--- src/rtl/tmwf_pkg.sv ---
// ----------------------------------------------------------------------------
// tmwf_pkg
// Shared constants and types for the trimmed-mean window filter.
// ----------------------------------------------------------------------------
package tmwf_pkg;

	localparam int WIN_DEPTH   = 10;
	localparam int TRIM_LO     = 3;
	localparam int TRIM_HI     = 7;
	localparam int GAIN_SHIFT  = 8;
	localparam int GAIN_W      = 16;
	localparam int BOUND_W     = 17;
	localparam int FILT_W      = 18;
	localparam int CFG_DATA_W  = 17;
	localparam int CFG_IDX_W   = 2;
	localparam int PASS_W      = $clog2(WIN_DEPTH);
	localparam int QUEUE_DEPTH = 2;
	localparam int QPTR_W      = $clog2(QUEUE_DEPTH);
	localparam int QCNT_W      = $clog2(QUEUE_DEPTH + 1);

	localparam logic [CFG_IDX_W-1:0] REG_GAIN_POS = 2'd0;
	localparam logic [CFG_IDX_W-1:0] REG_GAIN_NEG = 2'd1;
	localparam logic [CFG_IDX_W-1:0] REG_BOUND    = 2'd2;

	localparam logic [GAIN_W-1:0]  GAIN_RESET  = 16'd256;
	localparam logic [BOUND_W-1:0] BOUND_RESET = 17'd131071;

	typedef struct packed {
		logic [GAIN_W-1:0]  gain_pos;
		logic [GAIN_W-1:0]  gain_neg;
		logic [BOUND_W-1:0] bound;
	} cfg_t;

endpackage

--- src/rtl/tmwf_front.sv ---
// ----------------------------------------------------------------------------
// tmwf_front
// Accepts samples, keeps the age-ordered window and hands a snapshot of the
// updated window to the work queue.
// ----------------------------------------------------------------------------
module tmwf_front #(
	parameter int SAMPLE_WIDTH = 16
) (
	input  logic                                         clk,
	input  logic                                         arst_n,
	input  logic                                         in_valid,
	output logic                                         in_stall,
	input  logic signed [SAMPLE_WIDTH-1:0]               sample,
	input  logic                                         q_full,
	output logic                                         push,
	output logic [tmwf_pkg::WIN_DEPTH*SAMPLE_WIDTH-1:0]  push_data
);

	logic signed [SAMPLE_WIDTH-1:0] win_q [tmwf_pkg::WIN_DEPTH];
	logic signed [SAMPLE_WIDTH-1:0] win_nxt [tmwf_pkg::WIN_DEPTH];

	assign in_stall = q_full;
	assign push     = in_valid && !q_full;

	always_comb begin
		win_nxt[0] = sample;
		for (int k = 1; k < tmwf_pkg::WIN_DEPTH; k++) begin
			win_nxt[k] = win_q[k-1];
		end
		for (int k = 0; k < tmwf_pkg::WIN_DEPTH; k++) begin
			push_data[k*SAMPLE_WIDTH +: SAMPLE_WIDTH] = win_nxt[k];
		end
	end

	always_ff @(posedge clk or negedge arst_n) begin
		if (!arst_n) begin
			for (int k = 0; k < tmwf_pkg::WIN_DEPTH; k++) begin
				win_q[k] <= '0;
			end
		end else if (push) begin
			win_q <= win_nxt;
		end
	end

endmodule

--- src/rtl/tmwf_queue.sv ---
// ----------------------------------------------------------------------------
// tmwf_queue
// Two-entry queue of window snapshots between the front and the back.
// ----------------------------------------------------------------------------
module tmwf_queue #(
	parameter int DATA_W = 160
) (
	input  logic              clk,
	input  logic              arst_n,
	input  logic              push,
	input  logic [DATA_W-1:0] push_data,
	input  logic              pop,
	output logic              full,
	output logic              empty,
	output logic [DATA_W-1:0] head
);

	logic [DATA_W-1:0]               mem_q [tmwf_pkg::QUEUE_DEPTH];
	logic [tmwf_pkg::QPTR_W-1:0]     wr_ptr_q;
	logic [tmwf_pkg::QPTR_W-1:0]     rd_ptr_q;
	logic [tmwf_pkg::QCNT_W-1:0]     cnt_q;

	assign full  = (cnt_q == tmwf_pkg::QCNT_W'(tmwf_pkg::QUEUE_DEPTH));
	assign empty = (cnt_q == '0);
	assign head  = mem_q[rd_ptr_q];

	always_ff @(posedge clk) begin
		if (push) begin
			mem_q[wr_ptr_q] <= push_data;
		end
	end

	always_ff @(posedge clk or negedge arst_n) begin
		if (!arst_n) begin
			wr_ptr_q <= '0;
			rd_ptr_q <= '0;
			cnt_q    <= '0;
		end else begin
			if (push) begin
				wr_ptr_q <= wr_ptr_q + 1'b1;
			end
			if (pop) begin
				rd_ptr_q <= rd_ptr_q + 1'b1;
			end
			if (push && !pop) begin
				cnt_q <= cnt_q + 1'b1;
			end else if (pop && !push) begin
				cnt_q <= cnt_q - 1'b1;
			end
		end
	end

endmodule

--- src/rtl/tmwf_back.sv ---
// ----------------------------------------------------------------------------
// tmwf_back
// Sorts one window snapshot by odd-even transposition, sums the middle four,
// applies the sign-dependent gain, saturates and holds the result word.
// ----------------------------------------------------------------------------
module tmwf_back #(
	parameter int SAMPLE_WIDTH = 16
) (
	input  logic                                         clk,
	input  logic                                         arst_n,
	input  tmwf_pkg::cfg_t                               cfg,
	input  logic                                         q_empty,
	input  logic [tmwf_pkg::WIN_DEPTH*SAMPLE_WIDTH-1:0]  q_head,
	output logic                                         pop,
	output logic                                         out_valid,
	input  logic                                         out_stall,
	output logic signed [tmwf_pkg::FILT_W-1:0]           filtered
);

	localparam int SUM_W  = SAMPLE_WIDTH + 2;
	localparam int PROD_W = SUM_W + tmwf_pkg::GAIN_W + 1;

	typedef enum logic [2:0] {
		ST_IDLE,
		ST_SORT,
		ST_SUM,
		ST_MUL,
		ST_DONE
	} state_t;

	state_t                              state_q;
	logic [tmwf_pkg::PASS_W-1:0]         pass_q;
	logic signed [SAMPLE_WIDTH-1:0]      vals_q [tmwf_pkg::WIN_DEPTH];
	logic signed [SAMPLE_WIDTH-1:0]      vals_nxt [tmwf_pkg::WIN_DEPTH];
	logic signed [SUM_W-1:0]             sum_q;
	logic signed [SUM_W-1:0]             sum_nxt;
	logic signed [PROD_W-1:0]            prod_q;
	logic signed [PROD_W-1:0]            gain_ext;
	logic signed [PROD_W-1:0]            shifted;
	logic signed [PROD_W-1:0]            bound_ext;
	logic signed [PROD_W-1:0]            clamped;
	logic                                out_valid_q;
	logic signed [tmwf_pkg::FILT_W-1:0]  filtered_q;
	logic                                out_free;

	assign pop       = (state_q == ST_IDLE) && !q_empty;
	assign out_valid = out_valid_q;
	assign filtered  = filtered_q;
	assign out_free  = !out_valid_q || !out_stall;

	// One transposition pass: even passes pair (0,1),(2,3)..., odd passes
	// pair (1,2),(3,4)...; ten passes fully sort ten entries.
	always_comb begin
		vals_nxt = vals_q;
		for (int k = 0; k < tmwf_pkg::WIN_DEPTH - 1; k++) begin
			if ((k[0] == pass_q[0]) && (vals_q[k] > vals_q[k+1])) begin
				vals_nxt[k]   = vals_q[k+1];
				vals_nxt[k+1] = vals_q[k];
			end
		end
	end

	always_comb begin
		sum_nxt = '0;
		for (int k = tmwf_pkg::TRIM_LO; k < tmwf_pkg::TRIM_HI; k++) begin
			sum_nxt = sum_nxt + SUM_W'(vals_q[k]);
		end
	end

	always_comb begin
		if (sum_q < 0) begin
			gain_ext = PROD_W'($signed({1'b0, cfg.gain_neg}));
		end else begin
			gain_ext = PROD_W'($signed({1'b0, cfg.gain_pos}));
		end
		// Arithmetic shift of the signed product rounds toward minus infinity.
		shifted   = prod_q >>> tmwf_pkg::GAIN_SHIFT;
		bound_ext = PROD_W'($signed({1'b0, cfg.bound}));
		if (shifted > bound_ext) begin
			clamped = bound_ext;
		end else if (shifted < -bound_ext) begin
			clamped = -bound_ext;
		end else begin
			clamped = shifted;
		end
	end

	always_ff @(posedge clk or negedge arst_n) begin
		if (!arst_n) begin
			state_q     <= ST_IDLE;
			pass_q      <= '0;
			out_valid_q <= 1'b0;
			for (int k = 0; k < tmwf_pkg::WIN_DEPTH; k++) begin
				vals_q[k] <= '0;
			end
			sum_q       <= '0;
			prod_q      <= '0;
			filtered_q  <= '0;
		end else begin
			if (out_valid_q && !out_stall && (state_q != ST_DONE)) begin
				out_valid_q <= 1'b0;
			end
			case (state_q)
				ST_IDLE: begin
					if (!q_empty) begin
						for (int k = 0; k < tmwf_pkg::WIN_DEPTH; k++) begin
							vals_q[k] <= q_head[k*SAMPLE_WIDTH +: SAMPLE_WIDTH];
						end
						pass_q  <= '0;
						state_q <= ST_SORT;
					end
				end
				ST_SORT: begin
					vals_q <= vals_nxt;
					if (pass_q == tmwf_pkg::PASS_W'(tmwf_pkg::WIN_DEPTH - 1)) begin
						state_q <= ST_SUM;
					end else begin
						pass_q <= pass_q + 1'b1;
					end
				end
				ST_SUM: begin
					sum_q   <= sum_nxt;
					state_q <= ST_MUL;
				end
				ST_MUL: begin
					prod_q  <= PROD_W'(sum_q) * gain_ext;
					state_q <= ST_DONE;
				end
				ST_DONE: begin
					// A taken word is replaced here; a word still held stays until taken.
					if (out_free) begin
						filtered_q  <= tmwf_pkg::FILT_W'(clamped);
						out_valid_q <= 1'b1;
						state_q     <= ST_IDLE;
					end
				end
				default: begin
					state_q <= ST_IDLE;
				end
			endcase
		end
	end

endmodule

--- src/rtl/trimmed_mean_window_filter_top.sv ---
// ----------------------------------------------------------------------------
// trimmed_mean_window_filter_top
// The back handles one word at a time, through the ten-pass sort plus its
// load, sum, multiply and output steps; the front takes up to two more
// words into the queue while the back works.
// Reset: the window clears to zero, gains to 1.0 and the bound to 131071.
// ----------------------------------------------------------------------------
module trimmed_mean_window_filter_top #(
	parameter int SAMPLE_WIDTH = 16
) (
	input  logic                                    clk,
	input  logic                                    arst_n,
	input  logic                                    in_valid,
	output logic                                    in_stall,
	input  logic signed [SAMPLE_WIDTH-1:0]          sample,
	output logic                                    out_valid,
	input  logic                                    out_stall,
	output logic signed [tmwf_pkg::FILT_W-1:0]      filtered,
	input  logic                                    wr_en,
	input  logic [tmwf_pkg::CFG_IDX_W-1:0]          wr_index,
	input  logic [tmwf_pkg::CFG_DATA_W-1:0]         wr_data
);

	localparam int SNAP_W = tmwf_pkg::WIN_DEPTH * SAMPLE_WIDTH;

	tmwf_pkg::cfg_t    cfg_q;
	logic              push;
	logic [SNAP_W-1:0] push_data;
	logic              q_full;
	logic              q_empty;
	logic              pop;
	logic [SNAP_W-1:0] q_head;

	always_ff @(posedge clk or negedge arst_n) begin
		if (!arst_n) begin
			cfg_q.gain_pos <= tmwf_pkg::GAIN_RESET;
			cfg_q.gain_neg <= tmwf_pkg::GAIN_RESET;
			cfg_q.bound    <= tmwf_pkg::BOUND_RESET;
		end else if (wr_en) begin
			case (wr_index)
				tmwf_pkg::REG_GAIN_POS: cfg_q.gain_pos <= wr_data[tmwf_pkg::GAIN_W-1:0];
				tmwf_pkg::REG_GAIN_NEG: cfg_q.gain_neg <= wr_data[tmwf_pkg::GAIN_W-1:0];
				tmwf_pkg::REG_BOUND:    cfg_q.bound    <= wr_data[tmwf_pkg::BOUND_W-1:0];
				default: begin
				end
			endcase
		end
	end

	tmwf_front #(
		.SAMPLE_WIDTH(SAMPLE_WIDTH)
	) u_front (
		.clk      (clk),
		.arst_n   (arst_n),
		.in_valid (in_valid),
		.in_stall (in_stall),
		.sample   (sample),
		.q_full   (q_full),
		.push     (push),
		.push_data(push_data)
	);

	tmwf_queue #(
		.DATA_W(SNAP_W)
	) u_queue (
		.clk      (clk),
		.arst_n   (arst_n),
		.push     (push),
		.push_data(push_data),
		.pop      (pop),
		.full     (q_full),
		.empty    (q_empty),
		.head     (q_head)
	);

	tmwf_back #(
		.SAMPLE_WIDTH(SAMPLE_WIDTH)
	) u_back (
		.clk      (clk),
		.arst_n   (arst_n),
		.cfg      (cfg_q),
		.q_empty  (q_empty),
		.q_head   (q_head),
		.pop      (pop),
		.out_valid(out_valid),
		.out_stall(out_stall),
		.filtered (filtered)
	);

endmodule

--- config.mk ---
export PLATFORM = sky130hd
export DESIGN_NAME = trimmed_mean_window_filter_top
export DESIGN_NICKNAME = d
export VERILOG_FILES = /design/src/rtl/tmwf_pkg.sv /design/src/rtl/tmwf_front.sv /design/src/rtl/tmwf_queue.sv /design/src/rtl/tmwf_back.sv /design/src/rtl/trimmed_mean_window_filter_top.sv
export SDC_FILE = /design/constraint.sdc
export NUM_CORES = 2
export LEC_CHECK = 0
export BUFFER_PORTS_ARGS = -buffer_cell sky130_fd_sc_hd__buf_2
export CAP_MARGIN = 20
export CORE_MARGIN = 2
export CORE_UTILIZATION = 30
export CTS_BUF_LIST = sky130_fd_sc_hd__clkbuf_8
export DETAILED_ROUTE_END_ITERATION = 10
export GPL_TIMING_DRIVEN = 0
export PLACE_DENSITY_LB_ADDON = 0.25
export SETUP_SLACK_MARGIN = 0.2
export SYNTH_ARGS = -nofsm -noshare
export SYNTH_HDL_FRONTEND = slang
export SYNTH_SLANG_ARGS = --single-unit
--- constraint.sdc ---
create_clock -name clk -period 25.3 [get_ports clk]
set_input_delay 1.265 -clock clk [delete_from_list [all_inputs] [get_ports clk]]
set_output_delay 1.265 -clock clk [all_outputs]
set_load 0.01 [all_outputs]
==> summary.md <==
| Metric | Value |
|---|---|
| Final worst path period share | `0.374` |
| Remaining antenna violation count | `0` |
| Die ar. | `161000 um^2` |
| First-pass GRT wire length | `216000 um` |
| Vias in the first global route | `34424` |
| Num CTS Buffers | `133` |
| H-tree depth | `4` |
| Die height | `402 um` |
| GPL Wtd Cong | `0.874` |
| Port bufs | `59` |
| Post-Syn Instances | `4384` |
| Avg Synthesized Cell Area | `10.8 um^2` |
| Worst path top cell family by delay | `adder cells` |
| Die W | `402 um` |
| Yosys reg bits | `748` |
| CP endpoint kind | `register` |
| Critical path depth | `25` |
| Critical path's largest stage delay | `730 ps` |
| Worst-path clk slew | `80 ps` |
| Total Wirelength | `141000 um` |
| Post-route DRC violation count | `0` |
| DRT Pass-1 Iters | `7` |
| Post-Syn Area | `47400 um^2` |
| Hpwl dp | `110000 um` |
| CORE AREA | `157000 um^2` |
| FILL cells | `15951` |
| Most used cell, CP | `fa_1` |
| Wirelength per Cell | `20.9 um` |
| Antenna violations before repair | `10` |
| Sequential area share after synthesis | `0.429` |
| Final Max Tran Viols | `0` |
| R2R cell count | `25` |
| Clock root cell | `clkbuf_8` |
| Post-placement cell count | `6524` |
| Skew final | `42.2 ps` |
| Distinct cells, synth | `76` |
| CTS tree | `built` |
| Status | `completed` |
| Worst slew pin tran | `1120 ps` |
| Vias/cell | `4.88` |
| Layout cell share with drive strength beyond 1 | `0.102` |
| Cell Area, Placed | `50800 um^2` |
| Via count | `33059` |
| Startpoint type of the worst setup path | `register` |
| Critical Path Fanout Max | `10` |
| Hold Fails Final Rpt | `0` |
| Crit-path slowest cell | `o21ai_0` |
| Clock buffer depth | `3` |
| Area grow syn2layout | `12.9%` |
| Fraction of registers with async set/reset | `0.572` |
| Largest net degree at the start of global routing | `110` |
| Critical path type | `reg2reg` |
| Ys Warns | `0` |
| Fmax | `0.106 GHz` |
| Design Area, Final | `53600 um^2` |
| I/O pins | `60` |
| Multi-input gate area | `24200 um^2` |
| Min Clock Period, post-route | `9470 ps` |
| MaxCap Viol Count | `0` |
| EDFF count, synth | `320` |
| Mapped Nets | `5052` |
| Worst Path Required | `26000 ps` |
| Row count | `145` |
| Min-Delay Path Class | `in2async` |
| Relative slew slack | `0.252` |
| Worst path buffer plus inverter count | `6` |
| Final #Nets | `5270` |
| Later-pin clock latency in the skew report | `850 ps` |
| Hold_buf cts | `0` |
| Post-cts sizing count | `0` |
| Initial DRC Count | `2456` |
| Setup Buffers After CTS | `0` |
| Reg area | `20300 um^2` |
| RSZ-0062 raised after global routing | `false` |
| Initial Utilization | `0.303` |
| Gr usage total | `0.176` |
| Final count of negative-setup-slack endpoints | `0` |
| Setup TNS | `0 ps` |
| Prevailing post-synth register cell | `dfrtp_1` |
| Remaining Overflow, GRT | `0` |
| CP arrival | `10170 ps` |
| Layout Cells excl Fill | `6777` |
| Clock sink count | `748` |
## path summary, 6_finish.rpt
kind	startpoint	endpoint	slack, ps
worst max-delay path	u_back.sum_q[17]	u_back.prod_q[34]	15830
worst min-delay path	arst_n	u_front.push_data[23]	360
worst max register to register	u_back.sum_q[17]	u_back.prod_q[34]	15830
worst min register to register	u_front.push_data[153]	u_queue.mem_q[0][153]	470
max in group asynchronous	arst_n	u_back.filtered[13]	22830
min in group clk	u_front.push_data[153]	u_queue.mem_q[0][153]	470
## worst reg2reg max path, cell delays in order, from the launching register on
cell	delay (ps)
dfrtp_1	530
clkbuf_1	490
clkbuf_1	550
nand2_1	330
o21ai_1	640
clkbuf_1	530
nand2_1	140
fa_1	510
inv_1	60
fa_1	590
fa_1	470
fa_1	470
fa_1	490
inv_1	50
fa_1	490
inv_1	50
ha_1	330
nand2_1	130
o21ai_0	290
a2111oi_0	140
o21ai_0	730
a21oi_1	230
a21oi_1	470
a211oi_1	170
xnor2_1	320
o21ai_0	110
## metal layers
| metal | vias up | global-route usage | share of wire |
|---|---|---|---|
| li1 | 15298 | - | - |
| met1 | 16801 | 0.233 | 0.45 |
| met2 | 751 | 0.300 | 0.49 |
| met4 | 0 | 0.0477 | 0.024 |
| met3 | 209 | 0.0234 | 0.038 |
| met5 | - | 0 | 0 |
## layout make-up
| cell class | count | area share |
|---|---|---|
| buffer | 187 | 0.0146 |
| sequential | 748 | 0.380 |
| inverter | 576 | 0.0404 |
| clock inverter | 93 | 0.0118 |
| antenna | 8 | 0.000374 |
| tap | 2058 | 0.0481 |
| clock buffer | 151 | 0.0388 |
| multi-input combinational | 2873 | 0.451 |
| timing repair buffer | 83 | 0.0150 |
## layout by cell type (no fill, tap or decap), types with 15 or more instances in the layout
cell type and count:
a221o_1 17, nand2b_1 16, mux2_2 143, fa_1 324, nor4_1 26, buf_2 78, clkinv_1 15, a21o_1 50
o22ai_1 33, o21ai_0 105, o21a_1 32, xor2_1 27, mux2i_1 200, inv_1 623, xnor2_1 41, a21oi_1 129
a211oi_1 41, edfxtp_1 320, nand4_1 34, clkbuf_1 149, nor3b_1 20, nor2_1 116, nand3_1 31, dfstp_2 19
and2_1 33, clkbuf_8 151, dfrtp_1 409, nor3_1 49, o211ai_1 15, a222oi_1 64, ha_1 304, nand2_1 764
nor2b_1 125
## Yosys cell counts (11+ instances only)
library cell,n,share of area
a211oi_1,41,0.0065
a21o_1,50,0.0079
a21oi_1,129,0.014
a221o_1,17,0.0036
a222oi_1,64,0.014
and2_1,33,0.0044
and3_1,11,0.0015
buf_2,20,0.0021
clkbuf_1,149,0.012
dfrtp_1,409,0.22
dfstp_2,19,0.011
edfxtp_1,320,0.20
fa_1,324,0.14
ha_1,304,0.080
inv_1,574,0.045
mux2_2,143,0.034
mux2i_1,200,0.042
nand2_1,764,0.060
nand2b_1,16,0.0021
nand3_1,31,0.0033
nand4_1,34,0.0045
nor2_1,118,0.0093
nor2b_1,125,0.016
nor3_1,49,0.0052
nor3b_1,20,0.0032
nor4_1,26,0.0034
o211ai_1,15,0.0024
o21a_1,32,0.0051
o21ai_0,105,0.011
o22ai_1,33,0.0044
o31ai_1,11,0.0017
xnor2_1,41,0.0076
xor2_1,27,0.0050
## per-stage QoR
stage                     hold slack [ps]  worst slack, ps  utilization
after detailed placement              455            15940        0.325
after CTS                             306            15910        0.342
after global routing                  353            15350        0.342
after floorplan                       442            16240            -
after global placement                448             9950        0.321
final                                 364            15830        0.342
## sequential cells by signal, indices dropped and copies added (netlist names)
register / cells
u_queue.cnt_q: 2
u_back.vals_q: 160
u_back.pass_q: 4
cfg_q: 49
u_front.push_data: 144
u_back.out_valid: 1
u_back.filtered: 18
u_back.state_q: 3
u_queue.mem_q: 320
u_back.prod_q: 27
u_queue.rd_ptr_q: 1
u_queue.wr_ptr_q: 1
u_back.sum_q: 18
## logic make-up after synthesis
group	share of synthesized area
mux	0.0785
buf+inv	0.0620
simple gates	0.121
xor+xnor	0.0126
fa+ha+maj	0.217
flops	0.429
compound gates	0.0805
Power is not shown: default switching activity piles up to over one toggle a cycle in this logic, so the estimate is an artifact.
